### config.mk
export PLATFORM = sky130hd
export DESIGN_NAME = bitmap_page_allocator
export DESIGN_NICKNAME = d
export VERILOG_FILES = /design/src/rtl/core/bpa_pkg.sv /design/src/rtl/core/bitmap_page_allocator.sv
export SDC_FILE = /design/constraint.sdc
export NUM_CORES = 2
export LEC_CHECK = 0
export BUFFER_PORTS_ARGS = -buffer_cell sky130_fd_sc_hd__buf_2
export CAP_MARGIN = 40
export CORE_AREA = 2 2 779 781
export DETAILED_ROUTE_END_ITERATION = 8
export DIE_AREA = 0 0 781 783
export GPL_TIMING_DRIVEN = 0
export MAX_ROUTING_LAYER = met4
export PLACE_DENSITY = 0.43
export REMOVE_ABC_BUFFERS = 1
export SYNTH_ARGS = -nofsm -noshare
export SYNTH_HDL_FRONTEND = slang
export SYNTH_SLANG_ARGS = --single-unit
### constraint.sdc
create_clock -name clk -period 23.4 [get_ports clk]
set_input_delay 2.34 -clock clk [delete_from_list [all_inputs] [get_ports clk]]
set_output_delay 2.34 -clock clk [all_outputs]
set_load 0.01 [all_outputs]
### src/rtl/core/bpa_pkg.sv
// Package for the bitmap page allocator: opcodes, status codes, register indexes, states.
package bpa_pkg;
  typedef enum logic [1:0] {
    OP_ALLOC = 2'd0,
    OP_FREE  = 2'd1,
    OP_INIT  = 2'd2,
    OP_NOP   = 2'd3
  } op_t;

  typedef enum logic [2:0] {
    ST_OK       = 3'd0,
    ST_NO_INIT  = 3'd1,
    ST_NO_PAGE  = 3'd2,
    ST_BAD_ADDR = 3'd3,
    ST_NOT_USED = 3'd4
  } status_t;

  localparam logic [1:0] REG_HEAP_BASE   = 2'd0;
  localparam logic [1:0] REG_HEAP_LIMIT  = 2'd1;
  localparam logic [1:0] REG_RSV_BASE    = 2'd2;
  localparam logic [1:0] REG_RSV_LENGTH  = 2'd3;

  typedef enum logic [3:0] {
    S_IDLE,
    S_INIT_SIZE,
    S_INIT_RSV,
    S_INIT_CLEAR,
    S_ALLOC_RD,
    S_ALLOC_CHK,
    S_FREE_RD,
    S_FREE_CHK,
    S_DONE
  } state_t;
endpackage

### src/rtl/core/bitmap_page_allocator.sv
// Bitmap page allocator: next-fit page-frame allocation over a bitmap memory.
// Alloc scans bitmap words from the hint until a free page is found; free reads and
// updates one word; init sizes the heap, marks the reserve range and clears each bitmap
// word (MAX_PAGES/WORD_BITS) in turn. No-op and calls before init go straight to the result.
// The output register holds a result while the next word is accepted.
// Reset (rst_n, synchronous) clears control state; the bitmap is cleared by init.
module bitmap_page_allocator #(
  parameter int MAX_PAGES  = 4096,
  parameter int PAGE_SHIFT = 12,
  parameter int WORD_BITS  = 32
) (
  input  logic        clk,
  input  logic        rst_n,
  input  logic        in_tvalid,
  output logic        in_tready,
  input  logic [39:0] in_tdata,   // op[1:0], page_address[33:2], zeros
  output logic        out_tvalid,
  input  logic        out_tready,
  output logic [47:0] out_tdata,  // status[2:0], granted_address[34:3], reserved_count[47:35]
  input  logic        cfg_we,
  input  logic [1:0]  cfg_index,
  input  logic [31:0] cfg_wdata
);
  import bpa_pkg::*;

  localparam int NWORDS = (MAX_PAGES + WORD_BITS - 1) / WORD_BITS;
  localparam int AW     = (NWORDS > 1) ? $clog2(NWORDS) : 1;
  localparam int BW     = $clog2(WORD_BITS);
  localparam int PW     = $clog2(MAX_PAGES + 1);
  localparam int IW     = AW + BW;
  localparam int CW     = 13;
  localparam logic [33:0] PGMASK = (34'd1 << PAGE_SHIFT) - 34'd1;

  logic [31:0] heap_base_r, heap_limit_r, rsv_base_r, rsv_len_r;
  logic [WORD_BITS-1:0] mem [NWORDS];
  logic [WORD_BITS-1:0] rdata_r;
  logic        mem_we;
  logic [AW-1:0] mem_addr;
  logic [WORD_BITS-1:0] mem_wdata;

  state_t state_r, state_nxt;
  logic        ready_r, ready_nxt;
  logic [PW-1:0] hint_r, hint_nxt, pages_r, pages_nxt;
  logic [CW-1:0] rsv_tot_r, rsv_tot_nxt;
  logic [32:0] start_r, start_nxt;
  logic [PW:0] rs_r, rs_nxt, re_r, re_nxt;
  logic [IW:0] idx_r, idx_nxt;
  logic [31:0] addr_r;
  logic        out_v_r, out_v_nxt;
  logic [2:0]  st_r, st_nxt;
  logic [31:0] gr_r, gr_nxt;
  logic [2:0]  out_st_r, out_st_nxt;
  logic [31:0] out_gr_r, out_gr_nxt;
  logic [CW-1:0] out_rsv_r, out_rsv_nxt;

  // Free-bit search in the word just read, at or above a starting bit; the lowest free bit wins.
  logic [WORD_BITS-1:0] cand;
  logic        found;
  logic [BW-1:0] fbit;
  always_comb begin
    cand = ~rdata_r & ({WORD_BITS{1'b1}} << idx_r[BW-1:0]);
    found = 1'b0;
    fbit = '0;
    for (int b = WORD_BITS - 1; b >= 0; b--) begin
      if (cand[b]) begin
        found = 1'b1;
        fbit = BW'(b);
      end
    end
  end

  // Sizing arithmetic on the configured bounds.
  logic [32:0] raw_pg, bytes, st_calc, pg_calc, rend, rsa, rea, mend;
  always_comb begin
    raw_pg = (heap_limit_r > heap_base_r) ?
             33'((heap_limit_r - heap_base_r) >> PAGE_SHIFT) : 33'd0;
    bytes = (raw_pg + 33'd7) >> 3;
    st_calc = 33'(((34'(heap_base_r) + 34'(bytes) + PGMASK) & ~PGMASK));
    pg_calc = (st_calc < {1'b0, heap_limit_r}) ?
              (({1'b0, heap_limit_r} - st_calc) >> PAGE_SHIFT) : 33'd0;
    rend = 33'(rsv_base_r) + 33'(rsv_len_r);
    rsa  = 33'(rsv_base_r) & ~PGMASK[32:0];
    rea  = 33'((34'(rend) + PGMASK) & ~PGMASK);
    mend = start_r + (33'(pages_r) << PAGE_SHIFT);
  end

  logic [32:0] fdiff;
  logic [IW:0] cur_pg;
  always_comb begin
    fdiff = {1'b0, addr_r} - start_r;
    cur_pg = {idx_r[IW:BW], fbit};
  end

  always_ff @(posedge clk) begin
    if (mem_we) mem[mem_addr] <= mem_wdata;
    rdata_r <= mem[mem_addr];
  end

  always_ff @(posedge clk) begin
    if (!rst_n) begin
      state_r <= S_IDLE; ready_r <= 1'b0; hint_r <= '0; pages_r <= '0;
      rsv_tot_r <= '0; start_r <= '0; out_v_r <= 1'b0;
      heap_base_r <= '0; heap_limit_r <= '0; rsv_base_r <= '0; rsv_len_r <= '0;
    end else begin
      state_r <= state_nxt; ready_r <= ready_nxt; hint_r <= hint_nxt;
      pages_r <= pages_nxt; rsv_tot_r <= rsv_tot_nxt; start_r <= start_nxt;
      out_v_r <= out_v_nxt;
      if (cfg_we) begin
        unique case (cfg_index)
          REG_HEAP_BASE:  heap_base_r  <= cfg_wdata;
          REG_HEAP_LIMIT: heap_limit_r <= cfg_wdata;
          REG_RSV_BASE:   rsv_base_r   <= cfg_wdata;
          REG_RSV_LENGTH: rsv_len_r    <= cfg_wdata;
        endcase
      end
    end
  end

  always_ff @(posedge clk) begin
    rs_r <= rs_nxt; re_r <= re_nxt; idx_r <= idx_nxt; st_r <= st_nxt; gr_r <= gr_nxt;
    out_st_r <= out_st_nxt; out_gr_r <= out_gr_nxt; out_rsv_r <= out_rsv_nxt;
    if (in_tvalid && in_tready) begin
      addr_r <= in_tdata[33:2];
    end
  end

  assign in_tready = (state_r == S_IDLE);
  assign out_tvalid = out_v_r;
  assign out_tdata = {out_rsv_r, out_gr_r, out_st_r};

  always_comb begin
    state_nxt = state_r; ready_nxt = ready_r; hint_nxt = hint_r; pages_nxt = pages_r;
    rsv_tot_nxt = rsv_tot_r; start_nxt = start_r; rs_nxt = rs_r; re_nxt = re_r;
    idx_nxt = idx_r; st_nxt = st_r; gr_nxt = gr_r;
    out_st_nxt = out_st_r; out_gr_nxt = out_gr_r; out_rsv_nxt = out_rsv_r;
    out_v_nxt = out_v_r && !out_tready;
    mem_we = 1'b0; mem_addr = idx_r[IW-1:BW]; mem_wdata = rdata_r;
    unique case (state_r)
      S_IDLE: begin
        if (in_tvalid && in_tready) begin
          st_nxt = ST_OK; gr_nxt = '0;
          unique case (op_t'(in_tdata[1:0]))
            OP_INIT:  state_nxt = S_INIT_SIZE;
            OP_ALLOC: begin
              if (!ready_r) begin st_nxt = ST_NO_INIT; state_nxt = S_DONE; end
              else begin idx_nxt = (IW+1)'(hint_r); state_nxt = S_ALLOC_RD; end
            end
            OP_FREE: begin
              if (!ready_r) begin st_nxt = ST_NO_INIT; state_nxt = S_DONE; end
              else state_nxt = S_FREE_RD;
            end
            OP_NOP: state_nxt = S_DONE;
          endcase
        end
      end
      S_INIT_SIZE: begin
        start_nxt = st_calc;
        pages_nxt = (pg_calc > 33'(MAX_PAGES)) ? PW'(MAX_PAGES) : PW'(pg_calc);
        hint_nxt = '0; idx_nxt = '0; state_nxt = S_INIT_RSV;
      end
      S_INIT_RSV: begin
        // Page range of the reserve, clipped to the managed region.
        rs_nxt = '0; re_nxt = '0;
        if (rsv_base_r != 0 && rsv_len_r != 0 && !rend[32] | (rend == 33'h1_0000_0000)) begin
          if (rsa >= mend) rs_nxt = (PW+1)'(pages_r);
          else if (rsa >= start_r) rs_nxt = (PW+1)'((rsa - start_r) >> PAGE_SHIFT);
          if (rea > mend) re_nxt = (PW+1)'(pages_r);
          else if (rea > start_r) re_nxt = (PW+1)'((rea - start_r) >> PAGE_SHIFT);
        end
        state_nxt = S_INIT_CLEAR;
      end
      S_INIT_CLEAR: begin
        mem_we = 1'b1;
        for (int b = 0; b < WORD_BITS; b++) begin
          mem_wdata[b] = ((PW+1)'({idx_r[IW-1:BW], BW'(b)}) >= rs_r) &&
                         ((PW+1)'({idx_r[IW-1:BW], BW'(b)}) < re_r);
        end
        idx_nxt = idx_r + (IW+1)'(WORD_BITS);
        if (idx_r[IW-1:BW] == AW'(NWORDS - 1)) begin
          rsv_tot_nxt = (re_r > rs_r) ? CW'(re_r - rs_r) : '0;
          ready_nxt = 1'b1; state_nxt = S_DONE;
        end
      end
      S_ALLOC_RD: begin
        if ((PW+1)'(idx_r) >= (PW+1)'(pages_r)) begin
          st_nxt = ST_NO_PAGE; state_nxt = S_DONE;
        end else state_nxt = S_ALLOC_CHK;
      end
      S_ALLOC_CHK: begin
        if (found && (PW+1)'(cur_pg) < (PW+1)'(pages_r)) begin
          mem_we = 1'b1; mem_wdata = rdata_r | (WORD_BITS'(1) << fbit);
          hint_nxt = PW'(cur_pg + 1'b1);
          gr_nxt = 32'(start_r + (33'(cur_pg) << PAGE_SHIFT));
          state_nxt = S_DONE;
        end else if (found) begin
          st_nxt = ST_NO_PAGE; state_nxt = S_DONE;
        end else begin
          idx_nxt = {idx_r[IW:BW] + 1'b1, BW'(0)};
          state_nxt = S_ALLOC_RD;
        end
      end
      S_FREE_RD: begin
        idx_nxt = (IW+1)'(fdiff >> PAGE_SHIFT);
        // Read the word that holds the page now, so it is ready in the check cycle.
        mem_addr = idx_nxt[IW-1:BW];
        if (addr_r == 0 || {1'b0, addr_r} < start_r || (addr_r & PGMASK[31:0]) != 0 ||
            (fdiff >> PAGE_SHIFT) >= 33'(pages_r)) begin
          st_nxt = ST_BAD_ADDR; state_nxt = S_DONE;
        end else state_nxt = S_FREE_CHK;
      end
      S_FREE_CHK: begin
        if (!rdata_r[idx_r[BW-1:0]]) st_nxt = ST_NOT_USED;
        else begin
          mem_we = 1'b1; mem_wdata = rdata_r & ~(WORD_BITS'(1) << idx_r[BW-1:0]);
          if (PW'(idx_r) < hint_r) hint_nxt = PW'(idx_r);
        end
        state_nxt = S_DONE;
      end
      S_DONE: begin
        // Wait here while the previous result is still held at the output.
        if (!out_v_r || out_tready) begin
          out_v_nxt = 1'b1; out_st_nxt = st_r; out_gr_nxt = gr_r; out_rsv_nxt = rsv_tot_r;
          state_nxt = S_IDLE;
        end
      end
      default: state_nxt = S_IDLE;
    endcase
  end

  a_busy_blocks: assert property (@(posedge clk) disable iff (!rst_n)
    (state_r != S_IDLE) |-> !in_tready) else $error("input taken while busy");
  a_hold: assert property (@(posedge clk) disable iff (!rst_n)
    (out_v_r && !out_tready) |=> $stable(out_tdata)) else $error("result changed");
  a_hint: assert property (@(posedge clk) disable iff (!rst_n)
    hint_r <= pages_r) else $error("hint beyond region");
  a_ready: assert property (@(posedge clk) disable iff (!rst_n)
    $rose(ready_r) |-> $past(state_r) == S_INIT_CLEAR) else $error("ready without init");
endmodule

==> impl_metrics.yaml <==
die:
  rows: 286
  core_area_um2: 604000
  initial_core_util_pct: 29.9
  dieArea_um2: 612000
  chipWidth_um: 781
  die_y_um: 783
  top_level_ports: 129
critical_path:
  cpLargestDelayFamily: "compound AO/OA/AOI/OAI gates"
  crit_path_end_kind: "flop"
  r2r_setup_slack_ps: 12030
  max_stage_delay_ps: 600
  cp_max_fo: 11
  critical_path.most_common_cell: "ha_1"
  crit_type: "reg2reg"
  worstSetupStartpointType: "flop"
  cp.arrival_ps: 12310
  crit_buf_inv: 4
  cp_data_required_time_ps: 24340
  critPathSlowestCell: "o21ai_0"
timing:
  tightest_slew_ps: 1090
  period_share_pct: 48.6
  slew_headroom_pct: 26.9
  finalSetupViolCount: 0
  grt_setup_unrepaired: "false"
  fmax_mhz: 88.0
  timing.final.ws_setup_ps: 12030
  fin_setup_tns_ps: 0
  drv_slew: 0
  fin_crit_ps: 11370
  finClkSkew_ps: 73.8
  hold_violations: 0
run:
  maxCapViolCount: 0
power_and_ir_drop:
  finalPower_mw: 17.7
  p_leak_nw: 72.6
  ir_worst_vdd_v: 0.0000650
  power.density_nw_per_um2: 79.7
cts:
  cts_setup_buffers: 0
  insertion_delay_ps: 1070
  cts-root-buf: "clkbuf_16"
  clock-sinks: 4454
  cts_tree: "done"
  clk_pin_slew_ps: 60
  cts_made_buffers: 466
  cts_resized: 0
  cts_htree_levels: 5
  clk_path_buf_depth: 4
  postCtsHoldBufs: 0
logic_synthesis:
  netlist.top_cell.by_area: "edfxtp_1"
  yosys-top-cells-area: "edfxtp_1, a22oi_1, nand2_1"
  synthDistinctLibCells: 100
  synth_ff_type: "edfxtp_1"
  avgSynthCellArea_um2: 14.3
  ys_warn_count: 0
  synth-edff-count: 4228
  synth.cell_area_um2: 181000
  syn_inst: 12670
  async_flop_share_pct: 0
  synth_top_cell_area_share_pct: 70.3
  ys_seq_elements: 4454
  ys_seq_area_share_pct: 72.8
global_routing:
  grt_start_max_net_pins: 109
  grt_pass1_vias: 112860
  grt_usage_pct: 23.2
  grt-ovfl-total: 0
  grt_antenna_before_repair: 54
  grt_pass1_wl_mm: 977
layout:
  layout_commonest_cell: "edfxtp_1"
  final_cell_mix: "edfxtp_1, nand2_1, a21oi_1"
  area_growth_pct: 22.9
  seqCellArea_um2: 131000
  fin_nets: 13864
  final_core_util_pct: 36.7
  num-fill-cells: 57331
  drive_gt1_share_pct: 14.5
  multi_input_area_um2: 47300
routing:
  drtPass1Iterations: 6
  vias: 120291
  avgRoutedWirePerCell_um: 32.5
  drtAntennaViolNets: 0
  drtIter0Drc: 14791
  detail_route.wirelength_mm: 713
  viasPerCell: 5.48
  drc: 0
run_status:
  status: "finished, final reports clean"
place:
  dp_slack_ps: 11730
  numPortBuffers: 110
  dp_hpwl_mm: 499
  routabilityCongestion: 0.868
min_path:
  hold_path_class: "reg2reg"
==> synthesized netlist by cell type, types with 129 or more instances <==
master and n:
a21oi_1 861, a221oi_1 302, a22o_1 258, a22oi_1 837
a31oi_1 212, buf_1 187, clkbuf_1 548, dfxtp_1 226
edfxtp_1 4228, ha_1 319, inv_1 240, mux2i_1 140
nand2_1 1539, nand3_1 330, nand4_1 196, nor2_1 531
o21ai_0 238, xnor2_1 129
==> area by class of cell <==
| type | instances | area share, % |
|---|---|---|
| Antenna cell | 28 | 0.0316 |
| Clock buffer | 609 | 5.58 |
| Clock inverter | 243 | 1.01 |
| Inverter | 242 | 0.412 |
| Multi-Input combinational cell | 7232 | 21.3 |
| Sequential cell | 4454 | 59.2 |
| Tap cell | 8064 | 4.55 |
| Timing Repair Buffer | 1062 | 7.85 |
==> cell families (layout without fill, tap and decap cells) <==
| logic type | Yosys count | in the layout | synth area share [%] |
|---|---|---|---|
| buffers and inverters | 996 | 2156 | 2.10 |
| AND/OR/NAND/NOR | 3074 | 3074 | 7.57 |
| multiplexers | 161 | 161 | 1.01 |
| XOR/XNOR | 189 | 189 | 0.921 |
| flip-flops | 4454 | 4454 | 72.8 |
| other | 1 | 41 | 0.00208 |
| adder cells (fa/ha/maj) | 332 | 332 | 2.33 |
| AO/OA/AOI/OAI | 3463 | 3463 | 13.3 |
==> metrics by stage <==
| stage | area, um^2 | hold WS (ps) | cells |
|---|---|---|---|
| finish | 222000 | 417 | 21934 |
| global route | 222000 | 425 | 21918 |
| CTS | 222000 | 419 | 21895 |
| detailed placement | 207000 | 405 | 21043 |
| global placement | 188000 | 405 | 20102 |
| floorplan | 178000 | 400 | 11928 |
==> power by group <==
| part | internal (mW) | switching, mW |
|---|---|---|
| Combinational | 0.511 | 1.04 |
| Sequential | 8.81 | 0.0371 |
| Clock | 4.07 | 3.21 |
| Total | 13.4 | 4.29 |
==> layer usage <==
metal	GRT usage (%)	wire [um]	vias up
li1	-	-	51569
met5	-	0	-
met4	5.50	19200	0
met1	33.1	320000	63025
met3	3.05	51100	833
met2	35.3	322000	4864
==> registers in the layout, summed over array words and instances (netlist names), 3 cells and up <==
name / cells
pages_r: 13
rs_r: 14
addr_r: 32
hint_r: 13
out_rsv_r: 13
out_st_r: 3
idx_r: 13
rdata_r: 32
heap_limit_r: 32
start_r: 21
rsv_tot_r: 13
mem: 4096
out_gr_r: 20
heap_base_r: 32
st_r: 3
gr_r: 20
re_r: 14
rsv_len_r: 32
rsv_base_r: 32
state_r: 4
==> path summary, 6_finish.rpt <==
| path | from | end | cells after the start |
|---|---|---|---|
| max | heap_base_r[26] | pages_r[0] | 41 |
| min | gr_r[21] | out_gr_r[21] | 0 |
| max reg2reg | heap_base_r[26] | pages_r[0] | 41 |
| min reg2reg | gr_r[21] | out_gr_r[21] | 0 |
Note: power is estimated with default switching activity, not from simulation.
